==> config.mk <==
export PLATFORM = sky130hd
export DESIGN_NAME = pps_apb_regs
export DESIGN_NICKNAME = d
export VERILOG_FILES = /design/src/rtl/pps_pkg.sv /design/src/rtl/pps_apb_regs.sv
export SDC_FILE = /design/constraint.sdc
export NUM_CORES = 1
export LEC_CHECK = 0
export CAP_MARGIN = 15
export CORE_UTILIZATION = 40
export DETAILED_ROUTE_END_ITERATION = 6
export DONT_BUFFER_PORTS = 1
export PLACE_DENSITY = 0.57
export SETUP_SLACK_MARGIN = 0.05
export SYNTH_ARGS = -nofsm -noshare
export SYNTH_HDL_FRONTEND = slang
export SYNTH_SLANG_ARGS = --single-unit
==> constraint.sdc <==
create_clock -name clk -period 0.9 [get_ports clk]
set_input_delay 0.045 -clock clk [delete_from_list [all_inputs] [get_ports clk]]
set_output_delay 0.045 -clock clk [all_outputs]
set_load 0.1 [all_outputs]
==> src/rtl/pps_pkg.sv <==
// ============================================================================
// pps_pkg: pin pattern sequencer shared definitions
// Types, constants and helper functions used by the sequencer modules.
// ============================================================================
`default_nettype none

package pps_pkg;

    // table geometry
    localparam int TABLE_DEPTH = 256;
    localparam int ADDR_W      = $clog2(TABLE_DEPTH);
    localparam int STEP_W      = 10;

    // repeat limit value that plays without end
    localparam logic [7:0] FOREVER = 8'd255;

    // pin counts for the two modes
    localparam logic [5:0] LOW_PINS = 6'd16;
    localparam logic [5:0] ALL_PINS = 6'd32;

    // input commands carried in tuser
    typedef enum logic [1:0] {
        CMD_TICK  = 2'd0,
        CMD_LOAD  = 2'd1,
        CMD_START = 2'd2,
        CMD_STOP  = 2'd3
    } cmd_t;

    // configuration register indexes (byte address / 4)
    typedef enum logic [2:0] {
        REG_PATTERN_LENGTH = 3'd0,
        REG_REPEAT_LIMIT   = 3'd1,
        REG_REVERSE_ORDER  = 3'd2,
        REG_SHARED_DELAY   = 3'd3,
        REG_PIN_COUNT      = 3'd4
    } reg_idx_t;

    // configuration values seen by the sequencer core
    typedef struct packed {
        logic [8:0]  pattern_length;
        logic [7:0]  repeat_limit;
        logic        reverse_order;
        logic [15:0] shared_delay;
        logic [5:0]  pin_count;
    } pps_cfg_t;

    // mask of the n lowest pins
    function automatic logic [31:0] low_mask(input logic [5:0] n);
        logic [31:0] m;
        if (n >= ALL_PINS) begin
            m = 32'hFFFF_FFFF;
        end else begin
            m = (32'd1 << n[4:0]) - 32'd1;
        end
        return m;
    endfunction

endpackage

`default_nettype wire

==> src/rtl/pps_apb_regs.sv <==
// ============================================================================
// pps_apb_regs: configuration register file
// APB-style write and read access to the five sequencer settings.
// ============================================================================
`default_nettype none

module pps_apb_regs (
    input  wire logic            clk,
    input  wire logic            rst_n,
    input  wire logic            psel,
    input  wire logic            penable,
    input  wire logic            pwrite,
    input  wire logic [4:0]      paddr,
    input  wire logic [31:0]     pwdata,
    output logic      [31:0]     prdata,
    output logic                 pready,
    output pps_pkg::pps_cfg_t    cfg
);
    import pps_pkg::*;

    pps_cfg_t cfg_reg;
    pps_cfg_t cfg_next;
    logic     wr_en;
    reg_idx_t idx;

    assign pready = 1'b1;
    assign wr_en  = psel && penable && pwrite;
    assign idx    = reg_idx_t'(paddr[4:2]);
    assign cfg    = cfg_reg;

    // register write decode
    always_comb
    begin
        cfg_next = cfg_reg;
        if (wr_en)
        begin
            case (idx)
                REG_PATTERN_LENGTH: cfg_next.pattern_length = pwdata[8:0];
                REG_REPEAT_LIMIT:   cfg_next.repeat_limit   = pwdata[7:0];
                REG_REVERSE_ORDER:  cfg_next.reverse_order  = pwdata[0];
                REG_SHARED_DELAY:   cfg_next.shared_delay   = pwdata[15:0];
                REG_PIN_COUNT:      cfg_next.pin_count      = pwdata[5:0];
                default:            cfg_next = cfg_reg;
            endcase
        end
    end

    // register storage
    always_ff @(posedge clk or negedge rst_n)
    begin
        if (!rst_n)
        begin
            cfg_reg <= '0;
        end
        else
        begin
            cfg_reg <= cfg_next;
        end
    end

    // read mux
    always_comb
    begin
        case (idx)
            REG_PATTERN_LENGTH: prdata = {23'd0, cfg_reg.pattern_length};
            REG_REPEAT_LIMIT:   prdata = {24'd0, cfg_reg.repeat_limit};
            REG_REVERSE_ORDER:  prdata = {31'd0, cfg_reg.reverse_order};
            REG_SHARED_DELAY:   prdata = {16'd0, cfg_reg.shared_delay};
            REG_PIN_COUNT:      prdata = {26'd0, cfg_reg.pin_count};
            default:            prdata = 32'd0;
        endcase
    end

endmodule

`default_nettype wire

# Word-level counts from Yosys, hierarchy flattened
# Cells that the tools add are included.
# word_totals
ff_bits	40
output_inout_bits	73
# classes
n_eq_ne	4
n_mux	1
n_reduce_logical	8
# op_table
cell	count
$pmux W16 S5	1
$reduce_and A2 Y1	5
$eq A3 B2 Y1 const B	2
$eq A3 B1 Y1 const B	1
$eq A3 B3 Y1 const B	1
$logic_not A3 Y1	1
$logic_and A1 B1 Y1	2

# Longest topological paths before layout
# Gate-level depths: netlist of run 1.
# depth
word_depth	3
depth_mapped	5

# Worst setup path before layout of run 1
# OpenSTA, ideal clock, no wires.
# synth_path
kind	reg2out
startpoint	reg cfg_reg (netlist bit cfg[25])
endpoint	out prdata[2]
arrival_time_ps	3429
t_required_ps	855
slack_ps	-2574
stages_incl_launch_ff	4
path_cell_list	dfrtp_1 mux2_2 a22oi_1 o21ai_0
# synth_via
elab_chain_len	1
# synth_lines
element	line	source
from (decl)	pps_apb_regs.sv:21	pps_cfg_t cfg_reg;
from (signal assigned)	pps_apb_regs.sv:57	cfg_reg <= cfg_next;
$pmux W16 S5	pps_apb_regs.sv:64	case (idx)
to (decl)	pps_apb_regs.sv:15	output logic [31:0] prdata,
# No other way between the ends.

# Worst setup path after layout of run 1
# layout_path
startpoint	reg cfg_reg (netlist bit cfg[33])
endpoint	out prdata[2]
# The elaborated chain is that of the path after synthesis.

==> results.md, run 1 <==
* Outcome: complete, but fails checks
* Failing checks: negative hold slack, negative setup slack
* Startpoint of the lowest-slack register-to-register path: cfg[33]
* Kind of cell adding the most delay to the critical path: flip-flops
* Relative slew margins at 0.5241
* Mean routed wirelength per cell at 19.32 um
* Wire length of the first global-routing pass at 9432 um
* Overall die width at 72.75 um
* Number of nets with antenna violations after detailed routing at 0
* Required arrival time at the worst endpoint at 0.85 ns
* Minimum hold slack at -0.5559 ns
* Routing usage on met1 at 0.3057
* Maximum cell stage delay along the critical path at 0.47 ns
* Total buffers and inverters traversed by the critical path at 1
* Layout overhead on the synthesized area at 94.81%
* Placeable core region at 4755 um^2
* Flip-flop and latch area at 1134 um^2
* Number of antenna violations at the first check in global routing at 0
* Setup repair after global routing missed its margin: true
* Number of buffers on the longest clock path at 2
* Per-instance average area after synthesis at 12.67 um^2
* Crit path max fanout at 2
* Leftover overflow at the end of global routing at 0
* Crit path time final at 1.536 ns
* Largest vdd supply drop at 1.728 mV
* Leading cell type in the layout, fill and taps excluded: sky130_fd_sc_hd__buf_12
* Root Buffer Master: sky130_fd_sc_hd__clkbuf_8
* Max FFs per register at 40
* Total via count after detailed routing at 1591
* Number of vias per cell after detailed routing at 4.941
* Fraction of the yosys area taken by sequential cells at 0.5000
* IO buf count at 0
* Pin count of the biggest net entering global routing at 41
* Final net count at 296
* Highest-delay cell along the critical path: sky130_fd_sc_hd__dfrtp_4
* Slack of the critical path at -0.6364 ns
* Hold crit path type: in -> async
* Clock buffer count from CTS at 5
* Number of distinct standard cells referenced by the synthesized netlist at 25
* Post-Place Cell Area at 2954 um^2
* Count of inserted antenna diode cells at 0
* Worst Reg-to-Reg Cells at 3
* Area of the multi-input gates at 1209 um^2
* 1st-iter DRT viols at 60
* Gate Count Post-Synth at 158
* Layout Cell Area excl Fill at 3900 um^2
* H-tree depth at 2
* Starting Density at 0.4211
* Count of synthesis-stage warnings from yosys at 0
* DRC violation count after routing at 0
* CTS sink count at 40
* Fillcell total at 272
* Arrival time at the worst endpoint at 1.49 ns
* Layer carrying the most global-route usage: met2
* Static power due to leakage at 1.671 nW
* TritonCTS clock tree: built
* Global-route track usage on met3 at 0.05801
* Count of state elements after synthesis at 40
* Share of the cycle needed by the critical path after routing at 1.707
* Critical path launch point type: flip-flop
* Drt total wl at 6220 um
* Worst setup EP type: output pin
* Leading cell types by total area after synthesis: sky130_fd_sc_hd__dfrtp_1 50%, sky130_fd_sc_hd__mux2_2 26%, sky130_fd_sc_hd__buf_4 6.8%
* Area of the die at 5292 um^2
* Vias in the first global route at 1693
* Num rows at 25
* Number of setup violations in the final report at 81
* Reg-to-reg critical path endpoint: cfg[33]
* Cell type contributing the most total cell area after synthesis: sky130_fd_sc_hd__dfrtp_1
* Chip Height at 72.75 um
* Count of hold buffers inserted by post-cts repair at 16
* Setup Crit Path Kind: reg -> out
* I/O pin total at 115
* Overall track demand over capacity in global routing at 0.2456
* Hold violation total from the final report at 40
* Global routing met2 resource utilization at 0.4309
* Critical Path, Cell by Cell: mux2_4 -> a22oi_2 -> o21ai_4 -> buf_12
* Internal reg-to-reg setup slack at -0.27 ns
* Number of iterations in the first detailed-routing pass at 4
* Transition time at the pin with the least slew margin at 0.7112 ns
* Routability-driven placement congestion ratio at 0.7088
* Share of Yosys cell area claimed by the top area cell type at 0.5000
* Final Slew Violations at 0
* Power per cell area at 2660 nW/um^2
* Netlist Area Pre-Place at 2002 um^2
* Ratio of cells with drive above 1 in the final layout at 0.8196
* Highest-count cells in the layout ignoring fill and taps: 45 x sky130_fd_sc_hd__buf_12, 33 x sky130_fd_sc_hd__dfrtp_4, 31 x sky130_fd_sc_hd__mux2_4, 20 x sky130_fd_sc_hd__buf_4, 17 x sky130_fd_sc_hd__conb_1
* Fin Clk Skew at 0 ns
* Max Cap Viol at 0
* Maximum frequency from static timing analysis at 650.9 MHz
* Clock input transition at the sequential cells of the worst setup and hold paths at 0.08 ns
* Clock Latency Late Sink at 0.29 ns
* Placed wire-length estimate after detailed placement at 3692 um
## metrics by stage
stage	setup TNS, ns	worst slack [ns]	instances	power (W)	utilization
floorplan	-12.52	-0.6219	173	0.006849	-
global placement	-9.814	-0.3275	284	0.007599	0.6213
detailed placement	-10.42	-0.3606	284	0.007657	0.6213
CTS	-14.91	-0.6736	314	0.01024	0.8013
global route	-17.41	-0.6792	322	0.01067	0.8203
finish	-15.37	-0.6364	322	0.01037	0.8203
## repair_timing
action	4_1_cts	5_1_grt
pin swaps	11	7
resized for setup	136	10
setup endpoints to repair	92	96
setup buffers	6	9
cloned	0	1
hold endpoints to repair	80	40
## report_power, final
part           total, W  switching (W)  leakage [nW]  internal (W)
combinational   0.00639        0.00404          1.17       0.00236
sequential      0.00276       0.000414         0.456       0.00235
clock           0.00122       0.000590        0.0455      0.000625
## synth_stat cells
cell type,n
sky130_fd_sc_hd__nor3_2,1
sky130_fd_sc_hd__a211o_1,1
sky130_fd_sc_hd__nand2_1,4
sky130_fd_sc_hd__o21ai_0,5
sky130_fd_sc_hd__nand3_2,1
sky130_fd_sc_hd__conb_1,2
sky130_fd_sc_hd__clkbuf_1,2
sky130_fd_sc_hd__buf_6,1
sky130_fd_sc_hd__nor4_1,1
sky130_fd_sc_hd__dfrtp_1,40
sky130_fd_sc_hd__buf_2,2
sky130_fd_sc_hd__nor2_1,7
sky130_fd_sc_hd__mux2_2,47
sky130_fd_sc_hd__inv_1,1
sky130_fd_sc_hd__nor3_1,1
sky130_fd_sc_hd__nor3b_1,1
sky130_fd_sc_hd__and2_1,8
sky130_fd_sc_hd__mux2i_1,2
sky130_fd_sc_hd__nand2b_2,1
sky130_fd_sc_hd__nand3_1,1
sky130_fd_sc_hd__nor4b_2,1
sky130_fd_sc_hd__nor3_4,1
sky130_fd_sc_hd__or4_1,1
sky130_fd_sc_hd__buf_4,18
sky130_fd_sc_hd__a22oi_1,8
## metal layers
| metal | vias to the layer above | part of all wire |
|---|---|---|
| li1 | 715 | - |
| met1 | 802 | 0.40 |
| met2 | 68 | 0.53 |
| met3 | 6 | 0.053 |
| met4 | 0 | 0.0095 |
| met5 | - | 0 |
## cell families after synthesis
kind of cell | synth area share
compound gates | 0.04688
buf+inv | 0.08375
flops | 0.5000
mux | 0.2744
other cells | 0.003751
simple gates | 0.09125
## area by class of cell
type | count | share of cell area
inverters | 1 | 0.0009625
multi-input cells | 110 | 0.3099
well taps | 67 | 0.02150
flip-flops and latches | 40 | 0.2907
clock buffers | 8 | 0.02310
repair buffers | 96 | 0.3539
## how the worst max path moves through the flow
stage / from / to / slack (ns) / depth (start not counted)
2_1_floorplan: cfg[33] / prdata[2] / -0.62 / 3
3_3_place_gp: cfg[33] / prdata[2] / -0.33 / 4
3_5_place_dp: cfg[33] / prdata[2] / -0.36 / 4
4_1_cts: cfg[33] / prdata[2] / -0.67 / 4
5_1_grt: cfg[33] / prdata[2] / -0.68 / 4
6_report: cfg[33] / prdata[2] / -0.64 / 4
Note: power is estimated with default switching activity, not from simulation.
==> run 2: changes to the inputs <==
PLACE_DENSITY = 0.62   (was 0.57)
==> run 2 against run 1 <==
Against the previous run:
- global-route usage increased by 0.081 points
- flip-flop and latch count unchanged
- sequential share of layout area increased by 0.065 points
- core utilization decreased by 0.18 points
- clock power about the same
- die area unchanged
- the flow still finishes with violations (negative hold slack, negative setup slack)
- combinational power increased by 0.6%
- routed wire length about the same
==> results.md, run 2 (synthesis gave the netlist of run 1 again) <==
* Outcome: complete, but fails checks
* Failing checks: negative hold slack, negative setup slack
* Highest-count cells in the layout ignoring fill and taps: 44 x sky130_fd_sc_hd__buf_12, 33 x sky130_fd_sc_hd__dfrtp_4, 32 x sky130_fd_sc_hd__mux2_4, 21 x sky130_fd_sc_hd__buf_4, 17 x sky130_fd_sc_hd__conb_1
* Clock buffer count from CTS at 5 (unchanged)
* Fin Clk Skew at 0 ns (unchanged)
* Vias in the first global route at 1732 (+2.3%)
* Num rows at 25 (unchanged)
* Minimum hold slack at -0.5615 ns (-0.005580 ns)
* Placed wire-length estimate after detailed placement at 3848 um (+4.2%)
* Pin count of the biggest net entering global routing at 41 (unchanged)
* Layout overhead on the synthesized area at 94.37%
* Area of the die at 5292 um^2 (unchanged)
* Mean routed wirelength per cell at 19.32 um (about the same)
* Number of vias per cell after detailed routing at 4.916 (-0.50%)
* TritonCTS clock tree: built
* Count of inserted antenna diode cells at 0 (unchanged)
* Leading cell type in the layout, fill and taps excluded: sky130_fd_sc_hd__buf_12
* Max FFs per register at 40 (unchanged)
* I/O pin total at 115 (unchanged)
* Setup Crit Path Kind: reg -> out
* Final Slew Violations at 0 (unchanged)
* Crit path max fanout at 2 (unchanged)
* Required arrival time at the worst endpoint at 0.85 ns (about the same)
* Overall die width at 72.75 um (unchanged)
* Share of the cycle needed by the critical path after routing at 1.789 (+0.08235)
* Wire length of the first global-routing pass at 9549 um (+1.2%)
* Clock Latency Late Sink at 0.29 ns (about the same)
* H-tree depth at 2 (unchanged)
* Count of hold buffers inserted by post-cts repair at 16 (unchanged)
* Number of buffers on the longest clock path at 2 (unchanged)
* Number of nets with antenna violations after detailed routing at 0 (unchanged)
* Post-Place Cell Area at 2972 um^2 (+0.59%)
* Starting Density at 0.4211 (unchanged)
* Worst setup EP type: output pin
* CTS sink count at 40 (unchanged)
* Clock input transition at the sequential cells of the worst setup and hold paths at 0.08 ns (about the same)
* Static power due to leakage at 1.675 nW (+0.26%)
* IO buf count at 0 (unchanged)
* Relative slew margins at 0.5131 (-0.01103)
* Critical path launch point type: flip-flop
* 1st-iter DRT viols at 63 (+5.0%)
* Max Cap Viol at 0 (unchanged)
* Chip Height at 72.75 um (unchanged)
* Crit path time final at 1.610 ns (+0.07411 ns)
* Layout Cell Area excl Fill at 3891 um^2 (-0.22%)
* Total via count after detailed routing at 1583 (-0.50%)
* Ratio of cells with drive above 1 in the final layout at 0.8196 (unchanged)
* Leftover overflow at the end of global routing at 0 (unchanged)
* Largest vdd supply drop at 1.690 mV (-2.2%)
* Setup repair after global routing missed its margin: true
* Transition time at the pin with the least slew margin at 0.7277 ns (+0.01648 ns)
* Number of setup violations in the final report at 82 (+1.2%)
* Total power draw at 0.01044 W (+0.60%)
* Power per cell area at 2682 nW/um^2 (+0.82%)
* Placeable core region at 4755 um^2 (unchanged)
* Routability-driven placement congestion ratio at 0.7927 (+12%)
* Number of antenna violations at the first check in global routing at 0 (unchanged)
* Slack of the critical path at -0.7105 ns (-0.07411 ns)
* Hold crit path type: in -> async
* Drt total wl at 6222 um (about the same)
* Arrival time at the worst endpoint at 1.57 ns (+0.08 ns)
* Hold violation total from the final report at 40 (unchanged)
* Maximum frequency from static timing analysis at 620.9 MHz (-4.6%)
* DRC violation count after routing at 0 (unchanged)
* Number of iterations in the first detailed-routing pass at 4 (unchanged)
* Root Buffer Master: sky130_fd_sc_hd__clkbuf_8
* Overall track demand over capacity in global routing at 0.2464 (+0.0008093)
* Final total negative setup slack at -16.28 ns (-0.9007 ns)
* Final net count at 296 (unchanged)
[run 2: cell types whose count changed in the layout (fill, tap and decap cells not counted)]
cell | previous run | this run
sky130_fd_sc_hd__buf_12 | 45 | 44
sky130_fd_sc_hd__buf_6 | 15 | 16
sky130_fd_sc_hd__mux2_2 | 16 | 15
sky130_fd_sc_hd__mux2_4 | 31 | 32
sky130_fd_sc_hd__or4_4 | 2 | 1
sky130_fd_sc_hd__buf_4 | 20 | 21
[run 2: worst paths after layout]
kind,start,to,slack (ns),cells after the start
worst max-delay path,cfg[33],prdata[2],-0.71,4
worst min-delay path,rst_n,cfg[18],-0.56,0
worst max register to register,cfg[33],cfg[33],-0.39,4
worst min register to register,cfg[5],cfg[5],0.56,1
max in group asynchronous,rst_n,cfg[8],1.34,0
min in group clk,paddr[2],cfg[22],0.05,2
[run 2: area by class of cell]
class | instances | area (um^2)
clock buffer | 8 | 90.09
fill | 256 | 863.3
inverter | 1 | 3.754
multi-input combinational | 109 | 1201
sequential | 40 | 1134
tap | 67 | 83.83
timing repair buffer | 97 | 1379
[run 2: through the flow]
stage / setup WS (ns) / hold WS (ns) / utilization / cells
after CTS: -0.6627 / -0.5644 / 0.8008 / 316
after detailed placement: -0.3448 / -0.2496 / 0.6250 / 288
after floorplan: -0.6219 / -0.2506 / - / 173
after global routing: -0.7409 / -0.5725 / 0.8184 / 322
after global placement: -0.3197 / -0.2495 / 0.6250 / 288
final: -0.7105 / -0.5615 / 0.8184 / 322
[run 2: what timing repair did]
action	4_1_cts	5_1_grt
resized for setup	135	13
setup buffers	5	9
gates cloned	0	0
pin swaps	10	4
setup endpoints to repair	89	95
endpoints found under the hold margin	80	40
[run 2: layer usage]
metal	global-route usage	wire length [um]	vias to the layer above
met5	0	0	-
met4	0.08932	96	0
met3	0.05525	337	7
met2	0.4590	3416	72
met1	0.2735	2373	792
li1	-	-	712
[run 2: worst max-delay path, cell delays in order, from the launching register on]
cell                      delay, ns
sky130_fd_sc_hd__dfrtp_4       0.48
sky130_fd_sc_hd__mux2_4        0.29
sky130_fd_sc_hd__a22oi_2       0.25
sky130_fd_sc_hd__o21ai_4       0.08
sky130_fd_sc_hd__buf_12        0.17
[run 2: power by group]
part	internal, W	leakage (nW)	total, W	switching [W]
Sequential	0.00235	0.456	0.00277	0.000415
Combinational	0.00236	1.17	0.00643	0.00406
Clock	0.000626	0.0455	0.00125	0.000619
==> run 3: changes to the inputs <==
SETUP_SLACK_MARGIN = 0.15   (was 0.05)
SLEW_MARGIN = 40   (was default)
==> run 3 against run 2 <==
Against the previous run:
- count of clock-buffer cells in the layout did not move
- non-clock buffer count did not move
- routed wire length rose by 1.8%
- the flow still finishes with violations (negative hold slack, negative setup slack)
==> results.md, run 3 (synthesis gave the netlist of run 1 again) <==
* Overall die width at 72.75 um (unchanged)
* Minimum hold slack at -0.5618 ns (-0.0003590 ns)
* Flip-flop and latch area at 1134 um^2 (unchanged)
* Required arrival time at the worst endpoint at 0.85 ns (about the same)
* Reg-to-reg critical path endpoint: cfg[33]
* Largest vdd supply drop at 1.707 mV (+0.96%)
* Global routing met2 resource utilization at 0.4621 (+0.003115)
* Crit path max fanout at 2 (unchanged)
* Layout Cell Area excl Fill at 3902 um^2 (+0.29%)
* Drt total wl at 6337 um (+1.8%)
* Num rows at 25 (unchanged)
* Sequential fraction of design power at 0.266 (about the same)
* Layout overhead on the synthesized area at 94.94%
* Core Util, Final at 0.8208 (+0.002368)
* Worst setup EP type: output pin
* Number of setup violations in the final report at 81 (-1.2%)
* Global-route track usage on met3 at 0.05525 (unchanged)
* I/O pin total at 115 (unchanged)
* Startpoint of the lowest-slack register-to-register path: cfg[33]
* Routing usage on met1 at 0.2742 (+0.0006509)
* Transition time at the pin with the least slew margin at 0.7220 ns (-0.005713 ns)
* P_sw at 0.005098 W (about the same)
* Final Slew Violations at 0 (unchanged)
* Power per cell area at 2675 nW/um^2 (-0.28%)
* Slack of the critical path at -0.7086 ns (+0.001827 ns)
* Sw Ratio at 0.4884 (about the same)
* Number of buffers on the longest clock path at 2 (unchanged)
* Final net count at 297 (+0.34%)
* Layer carrying the most global-route usage: met2
* Chip Height at 72.75 um (unchanged)
* Crit path time final at 1.609 ns (-0.001827 ns)
* Static power due to leakage at 1.680 nW (+0.27%)
* Placeable core region at 4755 um^2 (unchanged)
* Clock group share of total power at 0.119 (about the same)
* Mean routed wirelength per cell at 19.62 um (+1.5%)
* Ratio of cells with drive above 1 in the final layout at 0.8203 (about the same)
* Clock buffer count from CTS at 5 (unchanged)
* CTS sink count at 40 (unchanged)
* Internal reg-to-reg setup slack at -0.38 ns (about the same)
* Number of nets with antenna violations after detailed routing at 0 (unchanged)
* Count of inserted antenna diode cells at 0 (unchanged)
* Setup Crit Path Kind: reg -> out
* Starting Density at 0.4211 (unchanged)
* Outcome: complete, but fails checks
* 1st-iter DRT viols at 69 (+9.5%)
* Placed cell count at 288 (unchanged)
* Logic pwr share at 0.615 (about the same)
* Area of the multi-input gates at 1212 um^2 (+0.94%)
* Hold crit path type: in -> async
* Area of the die at 5292 um^2 (unchanged)
* Number of iterations in the first detailed-routing pass at 4 (unchanged)
* Root Buffer Master: sky130_fd_sc_hd__clkbuf_8
* Hold violation total from the final report at 40 (unchanged)
* Wire length of the first global-routing pass at 9577 um (+0.29%)
* Arrival time at the worst endpoint at 1.56 ns (about the same)
* Overall track demand over capacity in global routing at 0.2475 (+0.001117)
* Fin Clk Skew at 0 ns (unchanged)
* Internal Pwr Total at 0.005340 W (about the same)
* Share of the cycle needed by the critical path after routing at 1.787 (-0.002030)
* Placed wire-length estimate after detailed placement at 3848 um (unchanged)
* Max Cap Viol at 0 (unchanged)
* Worst Reg-to-Reg Cells at 4 (unchanged)
* Number of vias per cell after detailed routing at 4.988 (+1.5%)
* H-tree depth at 2 (unchanged)
* Maximum frequency from static timing analysis at 621.6 MHz (+0.11%)
* Post-Place Cell Area at 2972 um^2 (unchanged)
* Fillcell total at 255 (-0.39%)
* Leftover overflow at the end of global routing at 0 (unchanged)
* TritonCTS clock tree: built
* Critical path launch point type: flip-flop
* Number of non-filler instances in the completed layout at 323 (+0.31%)
* Number of antenna violations at the first check in global routing at 0 (unchanged)
* IO buf count at 0 (unchanged)
* Count of hold buffers inserted by post-cts repair at 16 (unchanged)
* Routability-driven placement congestion ratio at 0.7927 (unchanged)
* Failing checks: negative hold slack, negative setup slack
* Relative slew margins at 0.5169 (+0.003823)
* Clock Latency Late Sink at 0.29 ns (about the same)
* Pin count of the biggest net entering global routing at 41 (unchanged)
* Clock input transition at the sequential cells of the worst setup and hold paths at 0.08 ns (about the same)
* Max FFs per register at 40 (unchanged)
* Setup repair after global routing missed its margin: true
* Vias in the first global route at 1735 (+0.17%)
* Highest-count cells in the layout ignoring fill and taps: 44 x sky130_fd_sc_hd__buf_12, 33 x sky130_fd_sc_hd__dfrtp_4, 32 x sky130_fd_sc_hd__mux2_4, 21 x sky130_fd_sc_hd__buf_4, 17 x sky130_fd_sc_hd__conb_1
* Leading cell type in the layout, fill and taps excluded: sky130_fd_sc_hd__buf_12
* Total via count after detailed routing at 1611 (+1.8%)
* DRC violation count after routing at 0 (unchanged)
## run 3: cell types whose count changed in the layout (fill, tap and decap cells not counted), sizes merged
cell / previous run / this run
or4: 1 / 2
## run 3: worst max-delay path by stage
stage,cells after the start,to,start
after floorplan,3,prdata[2],cfg[33]
after global placement,4,prdata[2],cfg[33]
after detailed placement,4,prdata[2],cfg[33]
after CTS,4,prdata[2],cfg[33]
after global routing,4,prdata[2],cfg[25]
final,4,prdata[2],cfg[25]
## run 3: critical path: stages (launching register included)
cell and delay [ns]:
sky130_fd_sc_hd__dfrtp_4 0.49, sky130_fd_sc_hd__mux2_4 0.28, sky130_fd_sc_hd__a22oi_2 0.25, sky130_fd_sc_hd__o21ai_4 0.08
sky130_fd_sc_hd__buf_12 0.17
## run 3: final cells by class
| class | count | area share |
|---|---|---|
| inverters | 1 | 0.0009618 |
| multi-input cells | 110 | 0.3107 |
| clock buffers | 8 | 0.02308 |
| repair buffers | 97 | 0.3533 |
| flip-flops and latches | 40 | 0.2905 |
| well taps | 67 | 0.02148 |
## run 3: power by group through the flow
stage	combinational (W)	sequential (W)	clock [W]
after CTS	0.00624	0.00276	0.00127
final	0.00642	0.00277	0.00124
after global placement	0.00501	0.00261	0
after detailed placement	0.00505	0.00265	0
after floorplan	0.00158	0.00527	0
after global routing	0.00656	0.00282	0.00133
## run 3: stage by stage
stage	power, W	TNS [ns]	worst slack, ns
floorplan	0.006849	-12.52	-0.6219
global route	0.01071	-17.88	-0.7410
global placement	0.007625	-10.76	-0.3197
CTS	0.01027	-15.11	-0.6627
finish	0.01044	-16.16	-0.7086
detailed placement	0.007700	-11.52	-0.3448
## run 3: repair_timing
item                       in CTS  in global routing
setup buffers                   4                  6
setup endpoints to repair      96                 96
hold endpoints to repair       80                 40
gates cloned                    0                  1
pin swaps                      11                  4
gates resized for setup       136                 10
## run 3: routing by layer
layer / up-vias / share of wire
li1: 721 / -
met1: 800 / 0.38
met2: 79 / 0.54
met3: 11 / 0.059
met4: 0 / 0.018
met5: - / 0
